===== src/sv/rpe_pkg.sv =====
`default_nettype none
package rpe_pkg;

   localparam logic [3:0] TAG_AZIMUTH = 4'h8;
   localparam logic [3:0] TAG_RANGE   = 4'h3;
   localparam logic [3:0] TAG_HEIGHT  = 4'hC;

   localparam logic [1:0] CSR_RANGE_TOLERANCE  = 2'd0;
   localparam logic [1:0] CSR_MAX_ABSENCES     = 2'd1;
   localparam logic [1:0] CSR_MIN_TARGET_WIDTH = 2'd2;
   localparam logic [1:0] CSR_INHIBIT_RANGE    = 2'd3;

   localparam logic KIND_HEADER = 1'b0;
   localparam logic KIND_PLOT   = 1'b1;

   localparam logic [15:0] AZ_LOW_LIMIT = 16'h8003;

   typedef struct packed {
      logic [15:0] start_range;
      logic [11:0] start_az;
      logic [7:0]  absences;
      logic [7:0]  height;
   } row_type;

   typedef struct packed {
      logic        item_kind;
      logic [3:0]  sector;
      logic [15:0] plot_azimuth;
      logic [15:0] plot_range;
      logic [7:0]  plot_height;
   } result_type;

endpackage
`default_nettype wire


===== src/sv/radar_plot_extractor.sv =====
`default_nettype none
// Radar plot extractor. Request words carry a tag in the top nibble: azimuth, range or
// height. Open targets live in a single-port-read, single-port-write table memory of
// TABLE_DEPTH rows. A range word that closes a run, or a height word followed by a range
// word, walks the table once for the nearest entry, then writes at most one row. An
// in-sequence azimuth word optionally does that search, then walks the table again to
// age, close and compact entries, one row per cycle while no plot waits on a stalled
// result side. The one-row-per-cycle memory read port sets the walk length; no new
// word is taken until the walk ends and its results have left the hold. Other words
// need no table walk. Results of one word leave in order, the last one flagged.
module radar_plot_extractor #(
   parameter int TABLE_DEPTH   = 32,
   parameter int AZIMUTH_COUNT = 4096
) (
   input  wire logic        clock,
   input  wire logic        reset,
   input  wire logic        req_valid,
   output logic             req_stall,
   input  wire logic [15:0] req_radar_word,
   output logic             rsp_valid,
   input  wire logic        rsp_stall,
   output logic             rsp_item_kind,
   output logic [3:0]       rsp_sector,
   output logic [15:0]      rsp_plot_azimuth,
   output logic [15:0]      rsp_plot_range,
   output logic [7:0]       rsp_plot_height,
   output logic             rsp_last,
   input  wire logic        csr_write,
   input  wire logic [1:0]  csr_index,
   input  wire logic [11:0] csr_wdata
);

   localparam int IW = $clog2(TABLE_DEPTH);
   localparam int CW = $clog2(TABLE_DEPTH + 1);
   localparam logic [CW-1:0] DEPTH_C = CW'(TABLE_DEPTH);
   localparam logic [11:0] HALF_AZ = 12'(AZIMUTH_COUNT / 2);

   localparam logic [1:0] ST_IDLE   = 2'd0;
   localparam logic [1:0] ST_SEARCH = 2'd1;
   localparam logic [1:0] ST_UPDATE = 2'd2;
   localparam logic [1:0] ST_AGE    = 2'd3;

   localparam logic [1:0] MODE_AZ     = 2'd0;
   localparam logic [1:0] MODE_RANGE  = 2'd1;
   localparam logic [1:0] MODE_HEIGHT = 2'd2;

   // table memory
   rpe_pkg::row_type tbl_mem [TABLE_DEPTH];
   rpe_pkg::row_type tbl_rd_ff;
   logic             tbl_we, tbl_re;
   logic [IW-1:0]    tbl_waddr, tbl_raddr;
   rpe_pkg::row_type tbl_wdata;

   always_ff @(posedge clock) begin
      if (tbl_we) begin
         tbl_mem[tbl_waddr] <= tbl_wdata;
      end
      if (tbl_re) begin
         tbl_rd_ff <= tbl_mem[tbl_raddr];
      end
   end

   logic [11:0] tol_ff, tol_in, minw_ff, minw_in, inhib_ff, inhib_in;
   logic [7:0]  maxabs_ff, maxabs_in;
   logic [15:0] last_az_ff, last_az_in;
   logic        resync_ff, resync_in, az_valid_ff, az_valid_in;
   logic [4:0]  prev_sector_ff, prev_sector_in;
   logic [3:0]  cur_sector_ff, cur_sector_in;
   logic        run_closed_ff, run_closed_in;
   logic [15:0] run_start_ff, run_start_in;
   logic [11:0] prev_az_ff, prev_az_in, az_new_ff, az_new_in;
   logic        hpend_ff, hpend_in;
   logic [7:0]  pheight_ff, pheight_in;
   logic [CW-1:0] count_ff, count_in;

   logic [1:0]    state_ff, state_in, mode_ff, mode_in;
   logic [15:0]   key_ff, key_in;
   logic [CW-1:0] iss_ff, iss_in, wr_ff, wr_in;
   logic          proc_valid_ff, proc_valid_in;
   logic [IW-1:0] proc_idx_ff, proc_idx_in;
   logic [15:0]   best_ff, best_in;
   logic          found_ff, found_in;
   logic [IW-1:0] best_idx_ff, best_idx_in;
   rpe_pkg::row_type best_row_ff, best_row_in;

   rpe_pkg::result_type pend_ff, pend_in, rsp_ff, rsp_in;
   logic pend_valid_ff, pend_valid_in, pend_final_ff, pend_final_in;
   logic rsp_valid_ff, rsp_valid_in, rsp_last_ff, rsp_last_in;

   logic        accept, out_free, emit_now, hdr_now, finish_now, age_stall;
   logic [3:0]  tag;
   logic [16:0] az_limit;
   logic        az_ok;
   logic [15:0] range_gap;
   rpe_pkg::result_type emit_data, hdr_data;
   rpe_pkg::row_type    new_row;

   logic [7:0]         abs_inc;
   logic               close_now;
   logic signed [13:0] fin, inic, diff;
   logic signed [14:0] sum;
   logic [11:0]        mid_raw, mid;
   logic               wrap, wide_ok, sect_ok;
   logic [3:0]         cur_m1;

   assign req_stall = !(state_ff == ST_IDLE && !pend_valid_ff);
   assign accept    = req_valid && !req_stall;
   assign tag       = req_radar_word[15:12];
   assign out_free  = !rsp_valid_ff || !rsp_stall;
   assign az_limit  = {1'b0, last_az_ff} + 17'd4;
   assign az_ok     = ({1'b0, req_radar_word} < az_limit &&
                       (req_radar_word > last_az_ff || req_radar_word < rpe_pkg::AZ_LOW_LIMIT))
                      || resync_ff;
   assign range_gap = (key_ff >= tbl_rd_ff.start_range) ? key_ff - tbl_rd_ff.start_range
                                                        : tbl_rd_ff.start_range - key_ff;

   // closing arithmetic for the row in the read register
   assign abs_inc   = (tbl_rd_ff.absences == 8'hFF) ? 8'hFF : tbl_rd_ff.absences + 8'd1;
   assign close_now = abs_inc >= maxabs_ff;
   assign inic      = $signed({2'b00, tbl_rd_ff.start_az});
   assign fin       = $signed({2'b00, prev_az_ff}) - $signed({6'd0, maxabs_ff});
   assign wrap      = fin < inic;
   assign sum       = 15'(inic) + 15'(fin);
   assign mid_raw   = 12'(sum >>> 1);
   assign mid       = wrap ? mid_raw + HALF_AZ : mid_raw;
   assign diff      = fin - inic + (wrap ? 14'sd4096 : 14'sd0);
   assign wide_ok   = diff >= $signed({2'b00, minw_ff});
   assign cur_m1    = cur_sector_ff - 4'd1;
   assign sect_ok   = mid[11:8] == cur_sector_ff || mid[11:8] == cur_m1;
   assign emit_now  = state_ff == ST_AGE && proc_valid_ff && close_now && wide_ok && sect_ok;
   assign age_stall = emit_now && pend_valid_ff && !out_free;

   always_comb begin
      emit_data.item_kind    = rpe_pkg::KIND_PLOT;
      emit_data.sector       = 4'd0;
      emit_data.plot_azimuth = {4'b1000, mid};
      emit_data.plot_range   = tbl_rd_ff.start_range;
      emit_data.plot_height  = tbl_rd_ff.height;
      hdr_data.item_kind     = rpe_pkg::KIND_HEADER;
      hdr_data.sector        = req_radar_word[11:8];
      hdr_data.plot_azimuth  = 16'd0;
      hdr_data.plot_range    = 16'd0;
      hdr_data.plot_height   = 8'd0;
      new_row.start_range    = key_ff;
      new_row.start_az       = prev_az_ff;
      new_row.absences       = 8'd0;
      new_row.height         = 8'd0;
   end

   always_comb begin
      tol_in = tol_ff; maxabs_in = maxabs_ff; minw_in = minw_ff; inhib_in = inhib_ff;
      last_az_in = last_az_ff; resync_in = resync_ff; az_valid_in = az_valid_ff;
      prev_sector_in = prev_sector_ff; cur_sector_in = cur_sector_ff;
      run_closed_in = run_closed_ff; run_start_in = run_start_ff;
      prev_az_in = prev_az_ff; az_new_in = az_new_ff;
      hpend_in = hpend_ff; pheight_in = pheight_ff; count_in = count_ff;
      state_in = state_ff; mode_in = mode_ff; key_in = key_ff;
      iss_in = iss_ff; wr_in = wr_ff; proc_valid_in = proc_valid_ff; proc_idx_in = proc_idx_ff;
      best_in = best_ff; found_in = found_ff; best_idx_in = best_idx_ff;
      best_row_in = best_row_ff;
      hdr_now = 1'b0; finish_now = 1'b0;
      tbl_we = 1'b0; tbl_re = 1'b0;
      tbl_waddr = wr_ff[IW-1:0]; tbl_raddr = iss_ff[IW-1:0];
      tbl_wdata = new_row;

      if (csr_write) begin
         case (csr_index)
            rpe_pkg::CSR_RANGE_TOLERANCE:  tol_in    = csr_wdata;
            rpe_pkg::CSR_MAX_ABSENCES:     maxabs_in = csr_wdata[7:0];
            rpe_pkg::CSR_MIN_TARGET_WIDTH: minw_in   = csr_wdata;
            rpe_pkg::CSR_INHIBIT_RANGE:    inhib_in  = csr_wdata;
            default: ;
         endcase
      end

      case (state_ff)
         ST_IDLE: begin
            iss_in = '0; wr_in = '0; proc_valid_in = 1'b0;
            best_in = {5'd0, tol_ff[11:1]} + 16'd1; found_in = 1'b0;
            if (accept) begin
               case (tag)
                  rpe_pkg::TAG_AZIMUTH: begin
                     hpend_in = 1'b0;
                     if (az_ok) begin
                        resync_in = 1'b0; last_az_in = req_radar_word; az_valid_in = 1'b1;
                        cur_sector_in = req_radar_word[11:8];
                        az_new_in = req_radar_word[11:0];
                        if ({1'b0, req_radar_word[11:8]} != prev_sector_ff) begin
                           prev_sector_in = {1'b0, req_radar_word[11:8]};
                           hdr_now = 1'b1;
                        end
                        run_closed_in = 1'b1;
                        if (!run_closed_ff) begin
                           key_in = run_start_ff; mode_in = MODE_AZ; state_in = ST_SEARCH;
                        end else begin
                           prev_az_in = req_radar_word[11:0]; state_in = ST_AGE;
                        end
                     end else begin
                        resync_in = 1'b1;
                        if (req_radar_word == last_az_ff) begin
                           az_valid_in = 1'b0;
                        end else begin
                           count_in = '0;
                        end
                     end
                  end
                  rpe_pkg::TAG_RANGE: begin
                     if (req_radar_word[11:0] >= inhib_ff) begin
                        if (hpend_ff) begin
                           hpend_in = 1'b0; run_closed_in = 1'b1;
                           key_in = req_radar_word; mode_in = MODE_HEIGHT;
                           state_in = ST_SEARCH;
                        end else if (az_valid_ff) begin
                           if (run_closed_ff) begin
                              run_start_in = req_radar_word; run_closed_in = 1'b0;
                           end else if (req_radar_word > run_start_ff &&
                                        req_radar_word - run_start_ff > {4'd0, tol_ff}) begin
                              key_in = run_start_ff; mode_in = MODE_RANGE;
                              state_in = ST_SEARCH; run_start_in = req_radar_word;
                           end
                        end
                     end
                  end
                  rpe_pkg::TAG_HEIGHT: begin
                     hpend_in = 1'b1; pheight_in = req_radar_word[7:0];
                  end
                  default: ;
               endcase
            end
         end
         ST_SEARCH: begin
            tbl_re = iss_ff < count_ff;
            proc_valid_in = iss_ff < count_ff;
            proc_idx_in = iss_ff[IW-1:0];
            if (iss_ff < count_ff) begin
               iss_in = iss_ff + CW'(1);
            end
            if (proc_valid_ff && range_gap < best_ff) begin
               best_in = range_gap; found_in = 1'b1;
               best_idx_in = proc_idx_ff; best_row_in = tbl_rd_ff;
            end
            if (iss_ff == count_ff && !proc_valid_ff) begin
               state_in = ST_UPDATE;
            end
         end
         ST_UPDATE: begin
            tbl_wdata = best_row_ff;
            if (mode_ff == MODE_HEIGHT) begin
               tbl_wdata.height = pheight_ff;
               tbl_waddr = best_idx_ff;
               tbl_we = found_ff;
            end else if (found_ff) begin
               tbl_wdata.absences = 8'd0;
               tbl_waddr = best_idx_ff;
               tbl_we = 1'b1;
            end else if (count_ff < DEPTH_C) begin
               tbl_wdata = new_row;
               tbl_waddr = count_ff[IW-1:0];
               tbl_we = 1'b1;
               count_in = count_ff + CW'(1);
            end
            iss_in = '0; wr_in = '0; proc_valid_in = 1'b0;
            if (mode_ff == MODE_AZ) begin
               prev_az_in = az_new_ff; state_in = ST_AGE;
            end else begin
               state_in = ST_IDLE;
            end
         end
         ST_AGE: begin
            if (!age_stall) begin
               tbl_re = iss_ff < count_ff;
               proc_valid_in = iss_ff < count_ff;
               if (iss_ff < count_ff) begin
                  iss_in = iss_ff + CW'(1);
               end
               if (proc_valid_ff && !close_now) begin
                  tbl_wdata = tbl_rd_ff;
                  tbl_wdata.absences = abs_inc;
                  tbl_we = 1'b1;
                  wr_in = wr_ff + CW'(1);
               end
               if (iss_ff == count_ff && !proc_valid_ff) begin
                  count_in = wr_ff; finish_now = 1'b1; state_in = ST_IDLE;
               end
            end
         end
         default: state_in = ST_IDLE;
      endcase
   end

   // one-deep hold so the last flag can be set once the walk ends
   always_comb begin
      pend_in = pend_ff; pend_valid_in = pend_valid_ff; pend_final_in = pend_final_ff;
      rsp_in = rsp_ff; rsp_last_in = rsp_last_ff;
      rsp_valid_in = out_free ? 1'b0 : rsp_valid_ff;
      if (pend_valid_ff && out_free && (pend_final_ff || emit_now)) begin
         rsp_in = pend_ff; rsp_last_in = pend_final_ff; rsp_valid_in = 1'b1;
         pend_valid_in = 1'b0;
      end
      if (emit_now && !age_stall) begin
         pend_in = emit_data; pend_valid_in = 1'b1; pend_final_in = 1'b0;
      end
      if (hdr_now) begin
         pend_in = hdr_data; pend_valid_in = 1'b1; pend_final_in = 1'b0;
      end
      if (finish_now) begin
         pend_final_in = 1'b1;
      end
   end

   always_ff @(posedge clock) begin
      if (reset) begin
         tol_ff <= 12'd4; maxabs_ff <= 8'd3; minw_ff <= 12'd2; inhib_ff <= 12'd13;
         last_az_ff <= '0; resync_ff <= 1'b1; az_valid_ff <= 1'b0;
         prev_sector_ff <= 5'd16; cur_sector_ff <= '0; run_closed_ff <= 1'b1;
         run_start_ff <= '0; prev_az_ff <= '0; hpend_ff <= 1'b0; pheight_ff <= '0;
         count_ff <= '0; state_ff <= ST_IDLE; iss_ff <= '0; wr_ff <= '0;
         proc_valid_ff <= 1'b0; pend_valid_ff <= 1'b0; pend_final_ff <= 1'b0;
         rsp_valid_ff <= 1'b0;
      end else begin
         tol_ff <= tol_in; maxabs_ff <= maxabs_in; minw_ff <= minw_in; inhib_ff <= inhib_in;
         last_az_ff <= last_az_in; resync_ff <= resync_in; az_valid_ff <= az_valid_in;
         prev_sector_ff <= prev_sector_in; cur_sector_ff <= cur_sector_in;
         run_closed_ff <= run_closed_in; run_start_ff <= run_start_in;
         prev_az_ff <= prev_az_in; hpend_ff <= hpend_in; pheight_ff <= pheight_in;
         count_ff <= count_in; state_ff <= state_in; iss_ff <= iss_in; wr_ff <= wr_in;
         proc_valid_ff <= proc_valid_in; pend_valid_ff <= pend_valid_in;
         pend_final_ff <= pend_final_in; rsp_valid_ff <= rsp_valid_in;
      end
      az_new_ff <= az_new_in; mode_ff <= mode_in; key_ff <= key_in;
      proc_idx_ff <= proc_idx_in; best_ff <= best_in; found_ff <= found_in;
      best_idx_ff <= best_idx_in; best_row_ff <= best_row_in;
      pend_ff <= pend_in; rsp_ff <= rsp_in; rsp_last_ff <= rsp_last_in;
   end

   assign rsp_valid        = rsp_valid_ff;
   assign rsp_item_kind    = rsp_ff.item_kind;
   assign rsp_sector       = rsp_ff.sector;
   assign rsp_plot_azimuth = rsp_ff.plot_azimuth;
   assign rsp_plot_range   = rsp_ff.plot_range;
   assign rsp_plot_height  = rsp_ff.plot_height;
   assign rsp_last         = rsp_last_ff;

endmodule
`default_nettype wire


===== config.mk =====
export PLATFORM = sky130hd
export DESIGN_NAME = radar_plot_extractor
export DESIGN_NICKNAME = d
export VERILOG_FILES = /design/src/sv/rpe_pkg.sv /design/src/sv/radar_plot_extractor.sv
export SDC_FILE = /design/constraint.sdc
export NUM_CORES = 2
export LEC_CHECK = 0
export ABC_AREA = 1
export BUFFER_PORTS_ARGS = -buffer_cell sky130_fd_sc_hd__buf_2
export CAP_MARGIN = 20
export CORE_MARGIN = 3
export CORE_UTILIZATION = 50
export DETAILED_ROUTE_END_ITERATION = 8
export GPL_TIMING_DRIVEN = 0
export PLACE_DENSITY = 0.65
export SETUP_SLACK_MARGIN = 0.5
export SYNTH_ARGS = -nofsm -noshare
export SYNTH_HDL_FRONTEND = slang
export SYNTH_SLANG_ARGS = --single-unit

===== constraint.sdc =====
create_clock -name clock -period 11.69 [get_ports clock]
set_clock_uncertainty 0.05 [all_clocks]
set_input_delay 1.7535 -clock clock [delete_from_list [all_inputs] [get_ports clock]]
set_output_delay 1.7535 -clock clock [all_outputs]
set_load 0.03 [all_outputs]

### Yosys cells after proc, flatten, opt, wreduce, memory -nomap -nowiden

Memory sizes are Yosys's and may differ from the RTL's. A register that Yosys moved wholly into a read port is not among the register bits.
Index checks and enable logic that the tools add are counted.

| word-level totals | value |
|---|---|
| register bits after elaboration | 319 |
| bits in writable memories | 1408 |
| memories kept | 1 |
| word-level logic and storage cells | 293 |
| output and inout bits | 48 |

| cells by class | value |
|---|---|
| muxes and demuxes | 112 |
| bitwise logic cells | 1 |
| eq/ne operators | 43 |
| add/subtract/negate cells | 15 |
| reductions and logical operators | 64 |
| $lt $le $gt $ge | 13 |

Memories:

| name | words | bits a word | rd ports | clocked after memory_dff | write ports | RTL line | text |
|---|---|---|---|---|---|---|---|
| tbl_mem | 32 | 44 | 1 | 1 | 1 | radar_plot_extractor.sv:48 | `rpe_pkg::row_type tbl_mem [TABLE_DEPTH];` |

Operator list:

| kind | count |
|---|---|
| two-way mux 44 bit | 5 |
| two-way mux 16 bit | 11 |
| case mux 44 bit (2 select lines) | 1 |
| two-way mux 6 bit | 13 |
| two-way mux 12 bit | 6 |
| case mux 16 bit (2 select lines) | 2 |
| subtractor 16 bit | 3 |
| two-way mux 36 bit | 1 |
| case mux 6 bit (3 select lines) | 2 |
| two-way mux 1 bit | 34 |
| greater-than comparator 16 bit | 2 |
| two-way mux 2 bit | 16 |
| two-way mux 8 bit | 4 |
| inequality test 2 bit, second input constant | 15 |
| two-way mux 28 bit | 1 |
| case mux 12 bit (2 select lines) | 1 |
| two-way mux 5 bit | 4 |
| AND reduction 10 bit | 2 |
| adder 6 x 1 -> 6 bit, second input constant | 3 |
| adder 16 x 3 -> 17 bit, second input constant | 1 |
| < comparator 16 x 17 -> 1 bit | 1 |
| equality test 16 bit | 1 |
| >= comparator 16 bit | 1 |
| greater-than comparator 16 x 12 -> 1 bit | 1 |
| other kinds (49) | 117 |

### Logic depth before layout (Yosys ltp)

| logic depth | value |
|---|---|
| depth in word-level cells | 14 |
| gate-level depth with buffers | 37 |
| gate-level depth less buffers | 37 |

### Worst setup path before layout

No wires, ideal clock.

| timing path | value |
|---|---|
| kind | reg2reg |
| from | register maxabs_ff[2] |
| to | register emit_data[0] (netlist name) |
| stages on the path, launching flop included | 32 |
| arrival time | 6224 ps |
| required time | 11195 ps |
| path slack | 4971 ps |
| period minus slack after synthesis | 6719 ps |
| cells stage by stage | dfxtp_1 inv_1 ha_1 nand3_1 and2_1 o21ai_0 nand2_1 nand2_1 a21oi_1 o21ai_0 xor2_1 ha_1 inv_1 fa_1 a21oi_1 nor3b_1 ha_1 nand3_1 nand2_2 inv_1 ha_1 nand2_1 nor3_1 nand3_1 nand4_1 xnor2_1 nor2_1 nand2_1 inv_1 nand3_4 nand2_2 nor2_1 |

| between the ends | value |
|---|---|
| word-level cells in the longest chain between the ends | 11 |
| elaborated cells between the ends (all ways) | 20 |

RTL lines:

| item | RTL line | text |
|---|---|---|
| from (decl) | radar_plot_extractor.sv:64 | `logic [7:0] maxabs_ff, maxabs_in;` |
| from (signal assigned) | radar_plot_extractor.sv:321 | `tol_ff <= tol_in; maxabs_ff <= maxabs_in; minw_ff <= minw_in; inhib_ff <= inhib_in;` |
| subtractor 12 x 8 -> 13 bit | radar_plot_extractor.sv:121 | `assign fin = $signed({2'b00, prev_az_ff}) - $signed({6'd0, maxabs_ff});` |
| < comparator 13 bit / adder 13 bit (equally long branches) | radar_plot_extractor.sv:122, radar_plot_extractor.sv:123 |  |
| two-way mux 13 bit / adder 12 bit (equally long branches) | radar_plot_extractor.sv:126, radar_plot_extractor.sv:125 |  |
| adder 14 bit / two-way mux 12 bit (equally long branches) | radar_plot_extractor.sv:126, radar_plot_extractor.sv:125 |  |
| >= comparator 14 x 13 -> 1 bit / equality test 4 bit (equally long branches) | radar_plot_extractor.sv:127, radar_plot_extractor.sv:129 |  |
| logical AND 1 bit / logical OR 1 bit (equally long branches) | radar_plot_extractor.sv:130, radar_plot_extractor.sv:129 |  |
| logical AND 1 bit * | radar_plot_extractor.sv:130 | `assign emit_now = state_ff == ST_AGE && proc_valid_ff && close_now && wide_ok && sect_ok;` |
| logical AND 1 bit * (2 in series) | radar_plot_extractor.sv:131 | `assign age_stall = emit_now && pend_valid_ff && !out_free;` |
| two-way mux 1 bit * | radar_plot_extractor.sv:270 | `if (!age_stall) begin` |
| case mux 1 bit (2 select lines) * | radar_plot_extractor.sv:176 | `case (state_ff)` |
| via tbl_re | radar_plot_extractor.sv:50 | `logic tbl_we, tbl_re;` |

Mark *: on every way through the listed nets, which the timed path passes. The rest lies on a longest branch.
A chain may end at the register's enable or synchronous reset.

### Final worst setup path

| timing path | value |
|---|---|
| from | register prev_az_ff[0] |
| to | register inic[5] (netlist name) |

| between the ends | value |
|---|---|
| word-level cells in the longest chain between the ends | 11 |
| elaborated cells between the ends (all ways) | 18 |

RTL lines:

| item | RTL line | text |
|---|---|---|
| from (decl) | radar_plot_extractor.sv:71 | `logic [11:0] prev_az_ff, prev_az_in, az_new_ff, az_new_in;` |
| from (signal assigned) | radar_plot_extractor.sv:325 | `prev_az_ff <= prev_az_in; hpend_ff <= hpend_in; pheight_ff <= pheight_in;` |
| subtractor 12 x 8 -> 13 bit * | radar_plot_extractor.sv:121 |  |
| < comparator 13 bit / adder 13 bit (equally long branches) | radar_plot_extractor.sv:122, radar_plot_extractor.sv:123 |  |
| two-way mux 13 bit / adder 12 bit (equally long branches) | radar_plot_extractor.sv:126, radar_plot_extractor.sv:125 |  |
| adder 14 bit / two-way mux 12 bit (equally long branches) | radar_plot_extractor.sv:126, radar_plot_extractor.sv:125 |  |
| >= comparator 14 x 13 -> 1 bit / equality test 4 bit (equally long branches) | radar_plot_extractor.sv:127, radar_plot_extractor.sv:129 |  |
| logical AND 1 bit / logical OR 1 bit (equally long branches) | radar_plot_extractor.sv:130, radar_plot_extractor.sv:129 |  |
| logical AND 1 bit * | radar_plot_extractor.sv:130 |  |
| logical AND 1 bit * (2 in series) | radar_plot_extractor.sv:131 |  |
| two-way mux 1 bit * | radar_plot_extractor.sv:270 |  |
| case mux 1 bit (2 select lines) * | radar_plot_extractor.sv:176 |  |
| via tbl_re | radar_plot_extractor.sv:50 |  |

Marks and branches as above.

==> run_results.csv <==
group,metric,value,unit
clock_tree,ctsResizeCount,0,
route,drc_errors,0,
route,antenna_left,0,
power_and_ir_drop,clkPwrFrac,0.381,
synthesis,synth_top_area_share,0.6342,
cells_and_area,regArea,51340,µm²
power_and_ir_drop,switchingPower,3.919,mW
floorplanning,die_area,156100,µm²
floorplanning,initial_core_util,0.5043,
placement,placed_area,82340,µm²
synthesis,yosysTopAreaCell,"edfxtp_1",
critical_path,end_kind,"flip-flop",
clock_tree,cts_buffers,180,
critical_path,path_buf_inv,8,
sta,setup_tns,0,ns
sta,hold_viol_final,0,
sta,whs,0.3696,ns
floorplanning,rows,142,
sta,setup_ws,5.131,ns
cells_and_area,multiInputGateArea,22110,µm²
global_route,grt_pass1_wl,395500,µm
clock_tree,clkTransAtPathRegs,0.06,ns
synthesis,synthTopCellsByCount,"edfxtp_1, nor2_1, o21ai_0",
synthesis,synthArstFlopShare,0,
synthesis,yosys-top-cells-area,"edfxtp_1, o21ai_0, nor2_1",
synthesis,ys_seq_area_frac,0.6781,
power_and_ir_drop,p_int,10.80,mW
clock_tree,h-tree-depth,4,
sta,fmax,152.5,MHz
critical_path,crit_required,12.13,ns
synthesis,synth_ff_type,"edfxtp_1",
synthesis,synth_edf_count,1599,
critical_path,cpPeakStageDelay,0.43,ns
power_and_ir_drop,power_frac_seq,0.480,
sta,finalCritPeriodShare,0.5611,
sta,max_slew_margin,0.1435,
synthesis,yosys.cell_types.count,64,
placement,dp_hpwl,203000,µm
power_and_ir_drop,switching_share,0.2663,
clock_tree,ctsHoldBuffers,0,
route,wl,284100,µm
clock_tree,clockRootBuffer,"clkbuf_16",
critical_path,path_delay_family,"simple AND/OR/NAND/NOR gates",
placement,detailedPlace.worstSlack,5.312,ns
sta,layout_min_cycle_time,6.559,ns
floorplanning,coreArea,150100,µm²
sta,setup_viol,0,
sta,worst_pin_slew,1.285,ns
global_route,grt-ovfl-total,0,
synthesis,yosysMostFrequentCell,"edfxtp_1",
synthesis,netlist_area,75710,µm²
clock_tree,clkLatencyLatePin,0.85,ns
cells_and_area,area_delta_synth_final,16.35,%
power_and_ir_drop,powerDensity,167.1,nW/µm²
clock_tree,post_cts_buffers,0,
sta,rsz0062_at_grt,"false",
critical_path,critPathMaxFanout,32,
cells_and_area,drive_gt1_frac,0.09377,
critical_path,path_common_cell,"inv_1",
route,vias_per_cell,6.432,
critical_path,arrival,7.00,ns
sta,drv_slew,0,
critical_path,critPathLaunchType,"flip-flop",
floorplanning,io_pins,83,
outcome,status,"complete, no violations",
clock_tree,cts_sinks,1765,
route,drt_iter0_drc,9293,
synthesis,yosys_warnings,0,
route,wire_per_inst,31.53,µm
cells_and_area,nFillCells,11997,
critical_path,critical_path_class,"reg2reg",
power_and_ir_drop,combPwrFrac,0.139,
route,dr.pass1.iters,9,
min_path,min_path_type,"reg2reg",
power_and_ir_drop,vdd_ir_drop_max,0.0001590,V
floorplanning,fp.dieW,395.1,µm
critical_path,cp_slowest_cell,"ha_1",
global_route,antenna_found_initial,18,
clock_tree,cts_tree,"built",
flow_run,maxCapViolations,0,
synthesis,avgSynthCellArea,11.81,µm²
route,via_count,57963,
placement,place_congestion,0.9790,
global_route,grt_pass1_vias,54351,
synthesis,synthCells,6413,
placement,io_buffers,79,
global_route,grt_max_degree,34,
clock_tree,clk_path_buf_depth,3,
power_and_ir_drop,p_leak,29.65,nW
cells_and_area,design_area,88080,µm²
floorplanning,die_h,395.1,µm
global_route,grt_use_total,0.3555,
cells_and_area,nets,7083,
synthesis,ys_seq_elements,1765,
[flip-flops by register name, indices dropped and copies added, names as in the netlist, 16 cells and up]
signal          flops
best_row_ff        44
pend_ff            41
rsp_plot_range     16
last_az_ff         16
run_start_ff       16
emit_data          24
tbl_mem          1408
best_ff            16
key_ff             16
[layout make-up]
| type | instances | area share |
|---|---|---|
| antenna | 10 | 0.0002841 |
| buffer | 377 | 0.01717 |
| clock buffer | 235 | 0.05570 |
| clock inverter | 92 | 0.008636 |
| inverter | 394 | 0.01682 |
| multi-input combinational | 3879 | 0.2510 |
| sequential | 1765 | 0.5828 |
| tap | 2016 | 0.02864 |
| timing repair buffer | 243 | 0.03892 |
[metal layers]
metal / GRT usage / part of all wire / vias up
li1: - / - / 24457
met1: 0.4440 / 0.35 / 28191
met2: 0.5316 / 0.44 / 4304
met3: 0.1148 / 0.14 / 999
met4: 0.2340 / 0.078 / 12
met5: 0.004310 / 0.00078 / -
[logic make-up after synthesis]
family / count (synthesis) / share of synthesized area
mux: 8 / 0.001058
simple gates: 1755 / 0.09471
fa+ha+maj: 208 / 0.03547
other cells: 1 / 0.00004953
compound gates: 1831 / 0.1425
xor+xnor: 74 / 0.008561
flops: 1765 / 0.6781
buf+inv: 771 / 0.03955
[worst paths after layout]
kind	startpoint	to	slack, ns	cells past startpoint
setup / recovery	prev_az_ff[0]$_SDFFE_PP0P_	inic[5]$_DFFE_PP_	5.13	35
hold / removal	pend_ff[42]$_DFFE_PP_	rsp_sector[2]$_DFFE_PP_	0.37	0
setup reg to reg	prev_az_ff[0]$_SDFFE_PP0P_	inic[5]$_DFFE_PP_	5.13	35
hold reg to reg	pend_ff[42]$_DFFE_PP_	rsp_sector[2]$_DFFE_PP_	0.37	0
[metrics by stage]
stage,utilization,power (mW),instances
after floorplan,-,8.462,6415
after global placement,0.5238,9.072,8510
after detailed placement,0.5484,9.198,8669
after CTS,0.5862,14.67,8996
after global routing,0.5865,15.17,9001
final,0.5867,14.72,9011
[cells in the final DEF (no fill, tap or decap), types with 57 or more instances in the layout]
cell and count:
ha_1 197, buf_12 57, buf_2 99, a21oi_1 261
o221ai_1 266, o21ai_0 976, edfxtp_1 1599, clkbuf_1 362
nor2_1 1010, nand2_1 397, clkbuf_16 184, nand3_1 187
dfxtp_1 166, inv_1 377, o22ai_1 90, xor2_1 61
[power by group through the flow]
stage / Combinational (mW) / Clock [mW] / Sequential (mW)
2_1_floorplan: 1.27 / 0 / 7.20
3_3_place_gp: 1.83 / 0 / 7.24
3_5_place_dp: 1.99 / 0 / 7.20
4_1_cts: 2.00 / 5.60 / 7.07
5_1_grt: 2.24 / 5.85 / 7.07
6_report: 2.04 / 5.60 / 7.07
[worst reg2reg max path: cells and delay by family, from the launching register on]
family | cells | cell delay (ns)
AO/OA/AOI/OAI | 2 | 0.41
XOR/XNOR | 2 | 0.37
adder cells (fa/ha/maj) | 5 | 1.62
buffers and inverters | 8 | 0.95
flip-flops | 1 | 0.32
AND/OR/NAND/NOR | 18 | 2.50
(Power assumes the default switching activity.)
